**src/design/mrbs_pkg.sv**
```systemverilog
// shared types and constants for the masked region band statistics block
`default_nettype none
package mrbs_pkg;

   localparam int REGION_COUNT = 8;
   localparam int BAND_COUNT   = 256;
   localparam int REGION_W     = 3;
   localparam int BAND_W       = 8;
   localparam int ADDR_W       = REGION_W + BAND_W;
   localparam int SAMPLE_W     = 16;
   localparam int COUNT_W      = 20;
   localparam int SUM_W        = SAMPLE_W + COUNT_W;
   localparam int SQSUM_W      = 52;
   localparam int SQ_SAMPLE_W  = 32;
   localparam int PROD_W       = COUNT_W + SQSUM_W;
   localparam int RAD_W        = PROD_W + 2;
   localparam int ROOT_W       = RAD_W / 2;
   localparam int SQREM_W      = ROOT_W + 3;
   localparam int DIV_W        = SUM_W + 2;
   localparam int STEP_W       = 6;
   localparam int BANDS_CFG_W  = 9;
   localparam int REGIONS_CFG_W = 4;
   localparam int CSR_IDX_W    = 1;
   localparam int CSR_DATA_W   = 9;

   // register indexes
   localparam logic [CSR_IDX_W-1:0] CSR_BANDS_IN_USE   = 1'b0;
   localparam logic [CSR_IDX_W-1:0] CSR_REGIONS_IN_USE = 1'b1;

   localparam logic [BANDS_CFG_W-1:0]   BANDS_RESET   = 9'd256;
   localparam logic [REGIONS_CFG_W-1:0] REGIONS_RESET = 4'd8;

   // action codes of a request beat
   localparam logic [1:0] ACT_CLEAR  = 2'd0;
   localparam logic [1:0] ACT_ACCUM  = 2'd1;
   localparam logic [1:0] ACT_READ   = 2'd2;

   typedef enum logic [1:0] {
      OP_CLEAR     = 2'd0,
      OP_ACCUM     = 2'd1,
      OP_READ      = 2'd2,
      OP_READ_ZERO = 2'd3
   } op_type;

   typedef struct packed {
      logic [1:0]                 action;
      logic signed [SAMPLE_W-1:0] sample_value;
      logic [BAND_W-1:0]          band_index;
      logic [REGION_COUNT-1:0]    region_mask;
      logic [REGION_W-1:0]        region_index;
   } req_type;

   typedef struct packed {
      logic signed [SAMPLE_W-1:0] mean_value;
      logic [SAMPLE_W-1:0]        std_value;
      logic [COUNT_W-1:0]         sample_count;
      logic                       count_overflow;
   } rsp_type;

   typedef struct packed {
      op_type                     op;
      logic signed [SAMPLE_W-1:0] sample;
      logic [BAND_W-1:0]          band;
      logic [REGION_COUNT-1:0]    mask;
      logic [REGION_W-1:0]        region;
   } item_type;

   typedef struct packed {
      logic               ovf;
      logic [COUNT_W-1:0] cnt;
      logic [SQSUM_W-1:0] sqsum;
      logic [SUM_W-1:0]   sum;
   } entry_type;

endpackage
`default_nettype wire

```
**src/design/mrbs_out.sv**
```systemverilog
// two-entry result queue toward the consumer
`default_nettype none
module mrbs_out (
   input  wire logic              clock,
   input  wire logic              reset,
   input  wire logic              in_push,
   input  wire mrbs_pkg::rsp_type in_data,
   output logic                   in_full,
   output logic                   empty,
   input  wire logic              pop,
   output mrbs_pkg::rsp_type      rsp_data
);

   mrbs_pkg::rsp_type q_ff [2];
   logic              wr_ptr_ff, rd_ptr_ff;
   logic [1:0]        count_ff, count_in;
   logic              deq;

   assign in_full  = (count_ff == 2'd2);
   assign empty    = (count_ff == 2'd0);
   assign deq      = pop && !empty;
   assign rsp_data = q_ff[rd_ptr_ff];
   assign count_in = count_ff + 2'(in_push) - 2'(deq);

   always_ff @(posedge clock) begin
      if (reset) begin
         wr_ptr_ff <= 1'b0;
         rd_ptr_ff <= 1'b0;
         count_ff  <= 2'd0;
      end else begin
         if (in_push) begin
            wr_ptr_ff <= ~wr_ptr_ff;
         end
         if (deq) begin
            rd_ptr_ff <= ~rd_ptr_ff;
         end
         count_ff <= count_in;
      end
   end

   always_ff @(posedge clock) begin
      if (in_push) begin
         q_ff[wr_ptr_ff] <= in_data;
      end
   end

endmodule
`default_nettype wire

```
**config.mk**
```make
export PLATFORM = sky130hd
export DESIGN_NAME = mrbs_out
export DESIGN_NICKNAME = d
export VERILOG_FILES = /design/src/design/mrbs_pkg.sv /design/src/design/mrbs_out.sv
export SDC_FILE = /design/constraint.sdc
export NUM_CORES = 1
export LEC_CHECK = 0
export BUFFER_PORTS_ARGS = -buffer_cell sky130_fd_sc_hd__clkbuf_2
export CAP_MARGIN = 15
export CORE_UTILIZATION = 45
export DETAILED_ROUTE_END_ITERATION = 10
export PLACE_DENSITY_LB_ADDON = 0.08
export SKIP_LAST_GASP = 1
export SLEW_MARGIN = 5
export SYNTH_ARGS = -nofsm -noshare
export SYNTH_HDL_FRONTEND = slang
export SYNTH_SLANG_ARGS = --single-unit
```
**constraint.sdc**
```tcl
create_clock -name clock -period 7.05 [get_ports clock]
set_input_delay 1.0575 -clock clock [delete_from_list [all_inputs] [get_ports clock]]
set_output_delay 1.0575 -clock clock [all_outputs]
set_load 0.02 [all_outputs]
```
==> reports/results.ini <==
[pwr]
swShare = 0.286
intPower_mw = 1.11
p_total_mw = 1.55
power_frac_comb = 0.246
p_per_area_nw_per_um2 = 303
pwr-share-clk = 0.212
leakagePower_nw = 2.04
p_seq_frac = 0.542
ir_drop_uv = 144
switchingPower_mw = 0.443

[detailed_routing]
firstDrtPassIters = 4
vias_per_cell = 4.68
drc = 0
final_antenna_net_count = 0
first_iter_violations = 81
routed-via-count = 2057
wl_per_cell_um = 14.8
wl_um = 6520

[global_route]
grt.total_usage = 0.135
grt_overflow = 0
antenna_found_initial = 0
grt_max_degree = 54
grt_pass1_vias = 2027
grt_pass1_wl_um = 9800

[cells_and_area]
multi_input_area_um2 = 926
final_common_cell = clkbuf_2
post-route-util = 0.554
areaGrowthSynthToFinish_pct = 19.7
drive_above_1_share = 0.592
regArea_um2 = 3290
nNetsFinal = 365
design_area_um2 = 5120
num-fill-cells = 750
diodes = 0
final_cell_mix = 111 x clkbuf_2, 106 x edfxtp_1, 50 x mux2_4

[timing]
tns_ps = 0
hold_viol = 0
fin_skew_ps = 11.7
finalCriticalPeriod_ps = 3030
fin_crit_sh = 0.430
rsz0062_at_grt = false
hold_ws_ps = 597
worst_slew_pin_slew_ps = 1000
setup_viol = 0
maxSlewHeadroom = 0.333
maxSlewViolCount = 0
max_freq_mhz = 330

[synthesis]
synthesis.nets = 247
ys_seq_area_frac = 0.768
syn_inst = 188
ys_types = 13
synth_warnings = 0
syn_area_um2 = 4280
postSynthAreaPerCell_um2 = 22.7
ys_seq_elements = 111

[floorplanning]
fp.dieW_um = 99.5
coreArea_um2 = 9240
die_h_um = 99.5
fp-row-count = 35
die_area_um2 = 9890
io_pins = 112
initial_core_util = 0.463

[cts]
worstSkewPairLatency_ps = 360
cts_buffer_depth = 2
cts_setup_buffers = 0
ctsRootBufferMaster = clkbuf_8
hold_buffers = 0
cts_tree = done
cts_buffers = 9
path_clk_slew_ps = 90
h-tree-depth = 3
post_cts_resized = 0
cts.sinks = 111

[critical_path]
crit_arrival_ps = 1970
crit_path_start_kind = register
crit_type = reg -> out
end_kind = primary output
max_stage_delay_ps = 1030
path_max_fanout = 53
cp.required_ps = 5990
slowest_stage = dfxtp_4
crit_chain = mux2_2 -> clkbuf_2

[placement]
placed_area_um2 = 4950
portBuffers = 111
place_congestion = 0.645
dp_hpwl_um = 4070

[flow_run]
cap_violations = 0

[status]
status = completed

[worst_hold_path]
hold_class = reg -> reg

## state kept, by name, indices dropped and copies added (netlist names), named ones only
name / count
q_ff: 106
wr_ptr_ff: 1
count_ff: 2
rd_ptr_ff: 1
## synth_stat cells (all sizes together)
cell type  instances  area share
dfxtp              5       0.023
edfxtp           106        0.74
ha                 2      0.0059
nor2b              4      0.0059
xnor3              1      0.0053
and2               1      0.0015
o21a               1      0.0018
nor2               4      0.0035
xnor2              1      0.0020
mux2              55        0.19
buf                6       0.016
inv                2      0.0018
## final timing paths
kind              startpoint           to  slack (ps)  depth (start not counted)
setup / recovery    register  rsp_data[1]        4020                          2
hold reg to reg    wr_ptr_ff    wr_ptr_ff         600                          2
hold / removal     wr_ptr_ff    wr_ptr_ff         600                          2
setup reg to reg   wr_ptr_ff  q_ff[1][27]        5300                          2
## stage by stage
stage | worst slack [ps] | instances
2_1_floorplan | 3180 | 188
3_3_place_gp | 4370 | 424
3_5_place_dp | 4350 | 424
4_1_cts | 3950 | 440
5_1_grt | 3890 | 440
6_report | 4020 | 440
## worst max-delay path, delay by kind of cell (launching register included)
family                 cells  cell delay [ps]
flip-flops                 1             1030
buffers and inverters      1              150
multiplexers               1              420
## layout make-up
type,count,area share
Sequential cell,111,0.642
Multi-Input combinational cell,69,0.181
Timing Repair Buffer,113,0.111
Tap cell,129,0.0315
Clock buffer,11,0.0257
Clock inverter,5,0.00660
Inverter,2,0.00147
## layer usage
metal  track usage  part of all wire
met4        0.0679             0.019
met3        0.0436             0.060
met2         0.226              0.50
met5             0                 0
met1         0.155              0.42
## power by group through the flow
| stage | logic (mW) | registers [mW] | clock network, mW |
|---|---|---|---|
| 2_1_floorplan | 0.338 | 0.803 | 0 |
| 3_3_place_gp | 0.385 | 0.856 | 0 |
| 3_5_place_dp | 0.386 | 0.859 | 0 |
| 4_1_cts | 0.388 | 0.843 | 0.344 |
| 5_1_grt | 0.409 | 0.850 | 0.367 |
| 6_report | 0.381 | 0.840 | 0.329 |
## cell families after synthesis
kind of cell | Yosys count | share of synthesized area
adders and majority gates | 2 | 0.00585
AOI/OAI and AO/OA | 1 | 0.00176
xor gates and xnor gates | 2 | 0.00732
muxes | 55 | 0.189
DFF | 111 | 0.768
and+or+nand+nor | 9 | 0.0108
buffers and inverters | 8 | 0.0176
Power figures use the tool's default switching activity.
