==> src/design/mrbs_pkg.sv <==
// shared types and constants for the masked region band statistics block
`default_nettype none
package mrbs_pkg;

   localparam int REGION_COUNT = 8;
   localparam int BAND_COUNT   = 256;
   localparam int REGION_W     = 3;
   localparam int BAND_W       = 8;
   localparam int ADDR_W       = REGION_W + BAND_W;
   localparam int SAMPLE_W     = 16;
   localparam int COUNT_W      = 20;
   localparam int SUM_W        = SAMPLE_W + COUNT_W;
   localparam int SQSUM_W      = 52;
   localparam int SQ_SAMPLE_W  = 32;
   localparam int PROD_W       = COUNT_W + SQSUM_W;
   localparam int RAD_W        = PROD_W + 2;
   localparam int ROOT_W       = RAD_W / 2;
   localparam int SQREM_W      = ROOT_W + 3;
   localparam int DIV_W        = SUM_W + 2;
   localparam int STEP_W       = 6;
   localparam int BANDS_CFG_W  = 9;
   localparam int REGIONS_CFG_W = 4;
   localparam int CSR_IDX_W    = 1;
   localparam int CSR_DATA_W   = 9;

   // register indexes
   localparam logic [CSR_IDX_W-1:0] CSR_BANDS_IN_USE   = 1'b0;
   localparam logic [CSR_IDX_W-1:0] CSR_REGIONS_IN_USE = 1'b1;

   localparam logic [BANDS_CFG_W-1:0]   BANDS_RESET   = 9'd256;
   localparam logic [REGIONS_CFG_W-1:0] REGIONS_RESET = 4'd8;

   // action codes of a request beat
   localparam logic [1:0] ACT_CLEAR  = 2'd0;
   localparam logic [1:0] ACT_ACCUM  = 2'd1;
   localparam logic [1:0] ACT_READ   = 2'd2;

   typedef enum logic [1:0] {
      OP_CLEAR     = 2'd0,
      OP_ACCUM     = 2'd1,
      OP_READ      = 2'd2,
      OP_READ_ZERO = 2'd3
   } op_type;

   typedef struct packed {
      logic [1:0]                 action;
      logic signed [SAMPLE_W-1:0] sample_value;
      logic [BAND_W-1:0]          band_index;
      logic [REGION_COUNT-1:0]    region_mask;
      logic [REGION_W-1:0]        region_index;
   } req_type;

   typedef struct packed {
      logic signed [SAMPLE_W-1:0] mean_value;
      logic [SAMPLE_W-1:0]        std_value;
      logic [COUNT_W-1:0]         sample_count;
      logic                       count_overflow;
   } rsp_type;

   typedef struct packed {
      op_type                     op;
      logic signed [SAMPLE_W-1:0] sample;
      logic [BAND_W-1:0]          band;
      logic [REGION_COUNT-1:0]    mask;
      logic [REGION_W-1:0]        region;
   } item_type;

   typedef struct packed {
      logic               ovf;
      logic [COUNT_W-1:0] cnt;
      logic [SQSUM_W-1:0] sqsum;
      logic [SUM_W-1:0]   sum;
   } entry_type;

endpackage
`default_nettype wire

==> src/design/mrbs_front.sv <==
// front end: config registers, request classification and the item queue
`default_nettype none
module mrbs_front (
   input  wire logic                                  clock,
   input  wire logic                                  reset,
   input  wire logic                                  push,
   output logic                                       full,
   input  wire mrbs_pkg::req_type                     req_data,
   input  wire logic                                  csr_we,
   input  wire logic [mrbs_pkg::CSR_IDX_W-1:0]        csr_index,
   input  wire logic [mrbs_pkg::CSR_DATA_W-1:0]       csr_wdata,
   output logic                                       item_valid,
   output mrbs_pkg::item_type                         item,
   input  wire logic                                  item_take
);

   logic [mrbs_pkg::BANDS_CFG_W-1:0]   bands_ff;
   logic [mrbs_pkg::REGIONS_CFG_W-1:0] regions_ff;
   mrbs_pkg::item_type                 q_ff [2];
   logic                               wr_ptr_ff, wr_ptr_in;
   logic                               rd_ptr_ff, rd_ptr_in;
   logic [1:0]                         count_ff, count_in;

   logic                               band_ok, region_ok, keep, enq;
   logic [mrbs_pkg::REGION_COUNT-1:0]  honour;
   mrbs_pkg::item_type                 cls;

   always_ff @(posedge clock) begin
      if (reset) begin
         bands_ff   <= mrbs_pkg::BANDS_RESET;
         regions_ff <= mrbs_pkg::REGIONS_RESET;
      end else if (csr_we) begin
         case (csr_index)
            mrbs_pkg::CSR_BANDS_IN_USE: bands_ff <= csr_wdata;
            mrbs_pkg::CSR_REGIONS_IN_USE:
               regions_ff <= csr_wdata[mrbs_pkg::REGIONS_CFG_W-1:0];
            default: ;
         endcase
      end
   end

   // classify while the beat comes in
   always_comb begin
      for (int r = 0; r < mrbs_pkg::REGION_COUNT; r++) begin
         honour[r] = mrbs_pkg::REGIONS_CFG_W'(r) < regions_ff;
      end
      band_ok   = {1'b0, req_data.band_index} < bands_ff;
      region_ok = {1'b0, req_data.region_index} < regions_ff;
      cls.sample = req_data.sample_value;
      cls.band   = req_data.band_index;
      cls.mask   = req_data.region_mask & honour;
      cls.region = req_data.region_index;
      cls.op     = mrbs_pkg::OP_CLEAR;
      keep       = 1'b0;
      case (req_data.action)
         mrbs_pkg::ACT_CLEAR: begin
            cls.op = mrbs_pkg::OP_CLEAR;
            keep   = 1'b1;
         end
         mrbs_pkg::ACT_ACCUM: begin
            cls.op = mrbs_pkg::OP_ACCUM;
            keep   = band_ok && (cls.mask != '0);
         end
         mrbs_pkg::ACT_READ: begin
            cls.op = (band_ok && region_ok) ? mrbs_pkg::OP_READ : mrbs_pkg::OP_READ_ZERO;
            keep   = 1'b1;
         end
         default: keep = 1'b0;
      endcase
   end

   assign full       = (count_ff == 2'd2);
   assign enq        = push && !full && keep;
   assign item_valid = (count_ff != 2'd0);
   assign item       = q_ff[rd_ptr_ff];

   always_comb begin
      wr_ptr_in = enq ? ~wr_ptr_ff : wr_ptr_ff;
      rd_ptr_in = item_take ? ~rd_ptr_ff : rd_ptr_ff;
      count_in  = count_ff + 2'(enq) - 2'(item_take);
   end

   always_ff @(posedge clock) begin
      if (reset) begin
         wr_ptr_ff <= 1'b0;
         rd_ptr_ff <= 1'b0;
         count_ff  <= 2'd0;
      end else begin
         wr_ptr_ff <= wr_ptr_in;
         rd_ptr_ff <= rd_ptr_in;
         count_ff  <= count_in;
      end
   end

   always_ff @(posedge clock) begin
      if (enq) begin
         q_ff[wr_ptr_ff] <= cls;
      end
   end

endmodule
`default_nettype wire

==> config.mk <==
export PLATFORM = sky130hd
export DESIGN_NAME = mrbs_front
export DESIGN_NICKNAME = d
export VERILOG_FILES = /design/src/design/mrbs_pkg.sv /design/src/design/mrbs_front.sv
export SDC_FILE = /design/constraint.sdc
export NUM_CORES = 1
export LEC_CHECK = 0
export ABC_CLOCK_PERIOD_IN_PS = 4100
export CORE_ASPECT_RATIO = 1.2
export CORE_MARGIN = 2
export CORE_UTILIZATION = 40
export DETAILED_ROUTE_END_ITERATION = 12
export DONT_BUFFER_PORTS = 1
export HOLD_SLACK_MARGIN = 0.05
export SLEW_MARGIN = 20
export SYNTH_ARGS = -nofsm -noshare
export SYNTH_HDL_FRONTEND = slang
export SYNTH_SLANG_ARGS = --single-unit
==> constraint.sdc <==
create_clock -name clock -period 4.1 [get_ports clock]
set_clock_uncertainty 0.15 [all_clocks]
set_input_delay 0.615 -clock clock [delete_from_list [all_inputs] [get_ports clock]]
set_output_delay 0.615 -clock clock [all_outputs]
set_load 0.01 [all_outputs]
==> results of run 1 <==
==> logic make-up after synthesis <==
family	after synthesis	share of synthesized area (%)
buf+inv	24	2.880
simple gates	63	8.352
fa+ha+maj	15	4.800
xor+xnor	3	0.6721
compound gates	38	6.592
flops	92	66.05
mux	37	10.66
==> state kept, by name, indices dropped and copies added (netlist names), named ones only <==
| signal | count |
|---|---|
| rd_ptr_ff | 1 |
| regions_ff | 4 |
| wr_ptr_ff | 1 |
| q_ff | 74 |
| count_ff | 2 |
| bands_ff | 9 |
==> metrics by stage <==
| stage | area (sq um) | power (mW) | hold slack [ns] |
|---|---|---|---|
| after floorplan | 3910 | 1.319 | 0.2818 |
| after global placement | 4039 | 1.364 | 0.2886 |
| after detailed placement | 4039 | 1.369 | 0.2918 |
| after CTS | 4330 | 2.174 | 0.1762 |
| after global routing | 4330 | 2.237 | 0.1730 |
| final | 4333 | 2.147 | 0.1897 |
==> layout make-up <==
class | count | area, sq um
sequential | 92 | 2584
clock buffer | 14 | 254.0
timing repair buffer | 3 | 22.52
clock inverter | 2 | 37.54
fill | 857 | 5182
antenna | 1 | 2.502
inverter | 13 | 48.80
multi-input combinational | 156 | 1230
tap | 123 | 153.9
==> how the worst max path moves through the flow <==
stage / start / to / depth (start not counted)
final: regions_ff[3]$_SDFFE_PP1P_ / count_ff[1]$_SDFF_PP0_ / 10
after global routing: regions_ff[3]$_SDFFE_PP1P_ / count_ff[1]$_SDFF_PP0_ / 10
after CTS: regions_ff[3]$_SDFFE_PP1P_ / count_ff[1]$_SDFF_PP0_ / 10
after detailed placement: req_data[10] / count_ff[1]$_SDFF_PP0_ / 10
after global placement: req_data[10] / count_ff[1]$_SDFF_PP0_ / 10
after floorplan: req_data[17] / q_ff[1][0]$_DFFE_PP_ / 6
==> placed cells by master, fill, tap and decap left out, types with 4 or more instances in the layout <==
cell type,Yosys,routed
mux2_2,37,37
nand2_1,25,25
ha_1,15,15
clkbuf_16,0,9
a21oi_1,17,17
edfxtp_1,74,74
inv_1,13,13
dfxtp_1,18,17
clkbuf_1,8,4
nor2b_1,6,5
nor2_1,12,11
o21ai_0,4,4
==> worst max-delay path, delay by kind of cell (launching register included) <==
kind	cells	cell delay (ns)
AND/OR/NAND/NOR	2	0.56
XOR/XNOR	2	0.32
flip-flops	1	0.45
adder cells (fa/ha/maj)	2	0.46
buffers and inverters	1	0.06
AO/OA/AOI/OAI	3	0.95
==> cells in the mapped netlist (all sizes together), types with 2 or more instances <==
cell type  count  share of area [%]
a211oi         3               0.58
a21oi         17                2.2
a31oi          2               0.48
and2b          2               0.42
buf            3               0.86
clkbuf         8               0.77
dfxtp         18                9.2
edfxtp        74                 57
ha            15                4.8
inv           13                1.2
mux2          37                 11
nand2         25                2.4
nand2b         2               0.32
nand3          3               0.38
nor2          12                1.2
nor2b          6               0.96
nor4b          2               0.61
o21a           2               0.38
o21ai          4               0.51
xnor2          2               0.45
==> power breakdown <==
group          switching [mW]  total (mW)  internal, mW
registers              0.0384        1.12          1.09
clock network           0.314       0.804         0.490
logic                   0.124       0.220        0.0957
==> per-layer routing <==
metal	global-route usage (%)	wire length [um]
met4	6.377	127
met3	7.047	790
met5	0	0
met2	23.71	3679
met1	14.81	2651
==> results.txt, run 1 <==
The flow ran to the end, and the final reports show no timing, DRC or antenna violations. The global-route total usage across every layer came out at 14.16%. The mapped cell area came out at 3910 sq um.

The critical path is of the register to register type. The number of placement rows came out at 39. Setup repair after global routing left no endpoint under its margin. The fraction of layout cells with a size suffix above 1 came out at 22.14%.

The horizontal die dimension came out at 94.26 um. Entering global routing, the biggest net connects 38 pins. The routed length per placed instance came out at 17.94 um. The total area inside the core boundary comes to 9515 sq um.

The via count of the first global-routing pass came to 2149. The worst flop-to-flop path startpoint is regions_ff[3]$_SDFFE_PP1P_. The number of endpoints failing setup at the final stage came out at 0. The routed wire length is 7247 um. The worst setup path is captured at a register.

The classification of the worst-slack hold path is input port to register. For this configuration, the core starts out at a cell density of 41.09%. The via density per instance came out at 5.136.

Routability-driven placement finished with a final weighted congestion of 0.7241. The worst hold path begins at reset. The max-slew headroom at the worst pin came out at 38.82%.

Detailed placement ended at an HPWL of 5123 um. The signal on the critical path passes through o41a_1 > a21oi_1 > or4b_4 > a31oi_2 > ha_1 > inv_1 > ha_1 > xor2_1 > xnor2_1 > nor2_1. The clock sink count is 92.

Counting every net in the synthesized netlist gives 339. The height of the die came out at 112.3 um. The worst path uses 74.34% of the clock period. The setup slack on the worst flop-to-flop path came out at 1.05 ns. The number of nets in the layout came out at 342. The final period demand of the worst path came out at 3.048 ns. The detail route stage leaves a number of antenna-violating nets equal to 0. The total of max-cap violations is 0. The die footprint came out at 10590 sq um. TritonCTS built the clock tree. The kind of launch point of the worst setup path is a register. The area overhead of the layout relative to synthesis came out at 10.82%. The maximum clock frequency came out at 0.3281 GHz. In this run the power density over the cells is 495.6 nW/um^2. The worst hold path terminates at bands_ff[7]$_SDFFE_PP0P_. STA puts the critical path data required time at 4.18 ns.

For this run, the slowest stage of the critical path takes 0.51 ns. The CTS clock-pin slew for the worst setup and hold paths came out at 0.06 ns. The post-placement cell count came out at 387. The number of detailed-routing iterations run before antenna repair is 5. The number of different library cells used by synthesis comes to 45. The initial antenna violation count is 1.

The number of endpoints with negative hold slack in the final report is 0. The worst-skew pair later-pin latency came out at 0.34 ns. The synthesized design contains 74 enable-type register cells.

A synthesized cell averages 14.38 sq um. The share of the core filled with cells is 45.54%. The transition at the pin with the smallest max-transition slack is 0.9178 ns. The length in cells of the worst reg-to-reg path came out at 10. The final cell count without fillers is 404. The slowest cell on the critical path is o41a_1. The post-cts sizing count is 0. The number of buffers created by CTS is 9. The number of cells on the worst hold path is 1.

The gate count after technology mapping is 272. The post-synthesis async set-or-reset flop share is 0%. The analysis attributes to cell leakage a power of 1.456 nW. The post-CTS repair timing setup buffer count came out at 0. The remaining routing DRC violations is 0. The max-slew violation count came to 0. In this design, the critical path's most frequently occurring cell is ha_1. The count of buffers from port buffering came out at 0. The critical register-to-register path endpoint is count_ff[1]$_SDFF_PP0_. Among all flip-flop cells after synthesis, the most frequent one is edfxtp_1. The worst vdd rail ir drop came out at 176.9 uV. Data arrives at the worst endpoint at 3.13 ns. Along the worst path, the maximum fanout reaches 13.

The warning count from the yosys run came out at 0. The total number of vias is 2075. The tree is rooted in a clkbuf_16. The sequential share of the synthesized area came out at 66.05%.

The total I/O pin count came out at 91. The summed negative setup slack over all endpoints came out at 0 ns. The total congestion overflow came out at 0. The synthesis-stage register bit count came out at 92.

CTS built an H-tree with a depth of 3. The number of buffers between clock root and the deepest sink came out at 2. The global-route wire length before repair came out at 10960 um. Setup slack on the critical path of the routed design comes to 1.052 ns. Prior to clock tree synthesis, the placed netlist has a worst setup slack of 0.7793 ns. The number of hold buffers added after CTS is 0.

The initial DRC count came out at 94.
Power figures use the tool's default switching activity.
==> inputs of run 2 (changes only) <==
--- a/config.mk
+++ b/config.mk
@@ -5,7 +5,7 @@
 export SDC_FILE = /design/constraint.sdc
 export NUM_CORES = 1
 export LEC_CHECK = 0
-export ABC_CLOCK_PERIOD_IN_PS = 4100
+export ABC_CLOCK_PERIOD_IN_PS = 2810
 export CORE_ASPECT_RATIO = 1.2
 export CORE_MARGIN = 2
 export CORE_UTILIZATION = 40
==> constraint.sdc (replaced) <==
create_clock -name clock -period 2.81 [get_ports clock]
set_clock_uncertainty 0.15 [all_clocks]
set_input_delay 0.4215 -clock clock [delete_from_list [all_inputs] [get_ports clock]]
set_output_delay 0.4215 -clock clock [all_outputs]
set_load 0.01 [all_outputs]
==> run 2 against run 1 <==
Net effect: setup slack worse by 0.93 ns; critical path depth unchanged; critical path type unchanged; final area up 11%; sequential share of layout area down 5.8 points; combinational power up 95%; global-route usage up 1.1 points; maximum frequency up 13%; first-iteration DRC count down 16%; critical endpoint unchanged; routed wire length up 5.5%; register-to-register slack worse by 0.93 ns; non-clock buffer count up 44; worst hold slack worse by 0.12 ns.
==> results.txt, run 2 (synthesis gave the netlist of run 1 again) <==
The flow ran to the end, and the final reports show no timing, DRC or antenna violations. The total congestion overflow is 0 (unchanged). The max-slew headroom at the worst pin came out at 59.23% (+20 points). The count of buffers from port buffering is 0 (unchanged). Leaving out fill and tap cells, the most frequent cell in the layout is edfxtp_1. The height of the die is 112.3 um (unchanged). The startpoint identified for the worst hold timing path is csr_wdata[2]. The largest register by flop count is q_ff. The sum of net half-perimeters after detailed placement was 5066 um (-1.1%). The number of buffers between clock root and the deepest sink came out at 2 (unchanged). The number of endpoints with negative hold slack in the final report is 0 (unchanged). The clock tree from TritonCTS is built. The startpoint identified for the worst register-to-register timing path is regions_ff[2]$_SDFFE_PP0P_. The total number of vias is 2254 (+8.6%). The highest net fanout along the worst path is 4 (-9). The number of flip-flops under the largest register name was 74 (unchanged).

The initial antenna violation count is 0 (-1). The max-slew violation count is 0 (unchanged). The summed negative setup slack over all endpoints is 0 ns (unchanged). The CTS clock-pin slew for the worst setup and hold paths came out at 0.06 ns (about the same). The total of max-cap violations is 0 (unchanged). The total I/O pin count came out at 91 (unchanged). The number of detailed-routing iterations run before antenna repair was 4 (-1). The number of placement rows came out at 39 (unchanged). The clock sink count is 92 (unchanged). The routed wire length was 7646 um (+5.5%). The placeable core region came out at 9515 sq um (unchanged). The classification of the worst-slack hold path is input port to register. The pre-CTS setup slack came out at -0.2902 ns (-1.070 ns).

The final period utilization was 95.74% (+21 points). The via density per instance is 5.043 (-1.8%). The number of antenna-violating nets in the routed design is 0 (unchanged). The die footprint came to 10590 sq um (unchanged).

The arrival time of data at the critical path endpoint came out at 2.74 ns (-0.39 ns). Tracing the worst setup path back leads to its startpoint at regions_ff[2]$_SDFFE_PP0P_. The worst-skew pair later-pin latency is 0.33 ns (about the same). The fraction of layout cells with a size suffix above 1 came to 25.93% (+3.8 points). The combined area of the multi-input logic cells came to 1292 sq um (+5.1%).

The maximum clock frequency came out at 0.3717 GHz (+13%). The kind of launch point of the worst setup path is a register. The final critical-path setup slack came out at 0.1196 ns (-0.9325 ns). The type of the worst setup path is register to register. The last weighted congestion value of the routability-driven placer is 0.7210 (-0.43%). The largest registers in the layout are q_ff x74, bands_ff x9, regions_ff x4. The final period demand of the worst path is 2.690 ns (-0.3575 ns).

The remaining routing DRC violations came to 0 (unchanged). The minimum hold slack came out at 0.06678 ns (-0.1229 ns). The worst endpoint required time is 2.86 ns (-1.32 ns). The via count of the first global-routing pass came to 2379 (+11%). The area overhead of the layout relative to synthesis came out at 22.78%. The number of antenna repair diodes is 0 (-1).

The total power divided by cell area came out at 651.4 nW/um^2 (+31%). The worst vdd rail ir drop is 308.6 uV (+74%). The effective utilization at floorplan is 41.09% (unchanged). The share of the core filled with cells is 50.45% (+4.9 points). The global-route total usage across every layer came out at 15.30% (+1.1 points). The pin count of the biggest net entering global routing is 38 (unchanged). The depth of the CTS H-tree came to 3 (unchanged). The number of buffers created by CTS is 9 (unchanged). The initial DRC count is 79 (-16%).

The area taken by flip-flops and latches is 2585 sq um (about the same). The static leakage came out at 1.652 nW (+13%). The global-route wire length before repair came to 11960 um (+9.1%). The routed length per placed instance was 17.11 um (-4.6%). STA classifies the critical path endpoint as a register. The root buffer cell is clkbuf_16. The number of nets in the layout came out at 386 (+13%). Setup repair after global routing could not meet its margin everywhere. The horizontal die dimension is 94.26 um (unchanged). The transition at the pin with the smallest max-transition slack came to 0.6095 ns (-0.3082 ns). The library cells used most frequently in the layout, excluding fill and tap cells, are 74 x edfxtp_1, 37 x mux2_2, 28 x dlygate4sd3_1.

The layout filler cell count is 831 (-3.0%). The number of endpoints failing setup at the final stage is 0 (unchanged).
[run 2: report_power, final]
| group | leakage (nW) | internal [mW] | switching (mW) |
|---|---|---|---|
| clock network | 0.125 | 0.618 | 0.453 |
| logic | 0.700 | 0.205 | 0.224 |
| registers | 0.827 | 1.58 | 0.0449 |
[run 2: final timing paths]
check | to | slack (ns) | depth (start not counted)
setup reg to reg | count_ff[1]$_SDFF_PP0_ | 0.12 | 10
hold / removal | bands_ff[2]$_SDFFE_PP0P_ | 0.07 | 2
hold reg to reg | bands_ff[6]$_SDFFE_PP0P_ | 0.30 | 2
setup / recovery | count_ff[1]$_SDFF_PP0_ | 0.12 | 10
[run 2: what timing repair did]
| item | in CTS | in global routing |
|---|---|---|
| hold buffers | 28 | 0 |
| setup buffers | 0 | 4 |
| pin swaps | 1 | 5 |
| setup endpoints to repair | 75 | 1 |
| gates resized for setup | 4 | 7 |
| endpoints found under the hold margin | 71 | 0 |
[run 2: worst max-delay path, cell delays in order, from the launching register on]
cell,delay (ns)
dfxtp_2,0.34
o41a_1,0.45
a21oi_2,0.13
or4b_4,0.50
a31oi_4,0.22
ha_4,0.23
inv_1,0.08
ha_4,0.14
xor2_2,0.13
xnor2_1,0.14
nor2_1,0.05
[run 2: metrics by stage]
stage	area [sq um]	std cells	power (mW)
finish	4801	447	3.127
global route	4801	447	3.275
CTS	4686	441	3.132
detailed placement	4114	397	2.012
global placement	4114	397	2.004
floorplan	3915	272	1.925
[run 2: final cells by class]
type	count	share of cell area, %
Clock buffer	13	5.212
Clock inverter	3	0.3127
Inverter	13	1.016
Multi-Input combinational cell	156	26.92
Sequential cell	92	53.84
Tap cell	123	3.206
Timing Repair Buffer	47	9.487
[run 2: routing by layer]
metal	vias up	share of wire [%]	global-route usage (%)
met5	-	0	0
met4	0	2.3	7.536
met3	10	8.7	5.973
met2	59	52	26.24
met1	1087	37	16.22
li1	1098	-	-
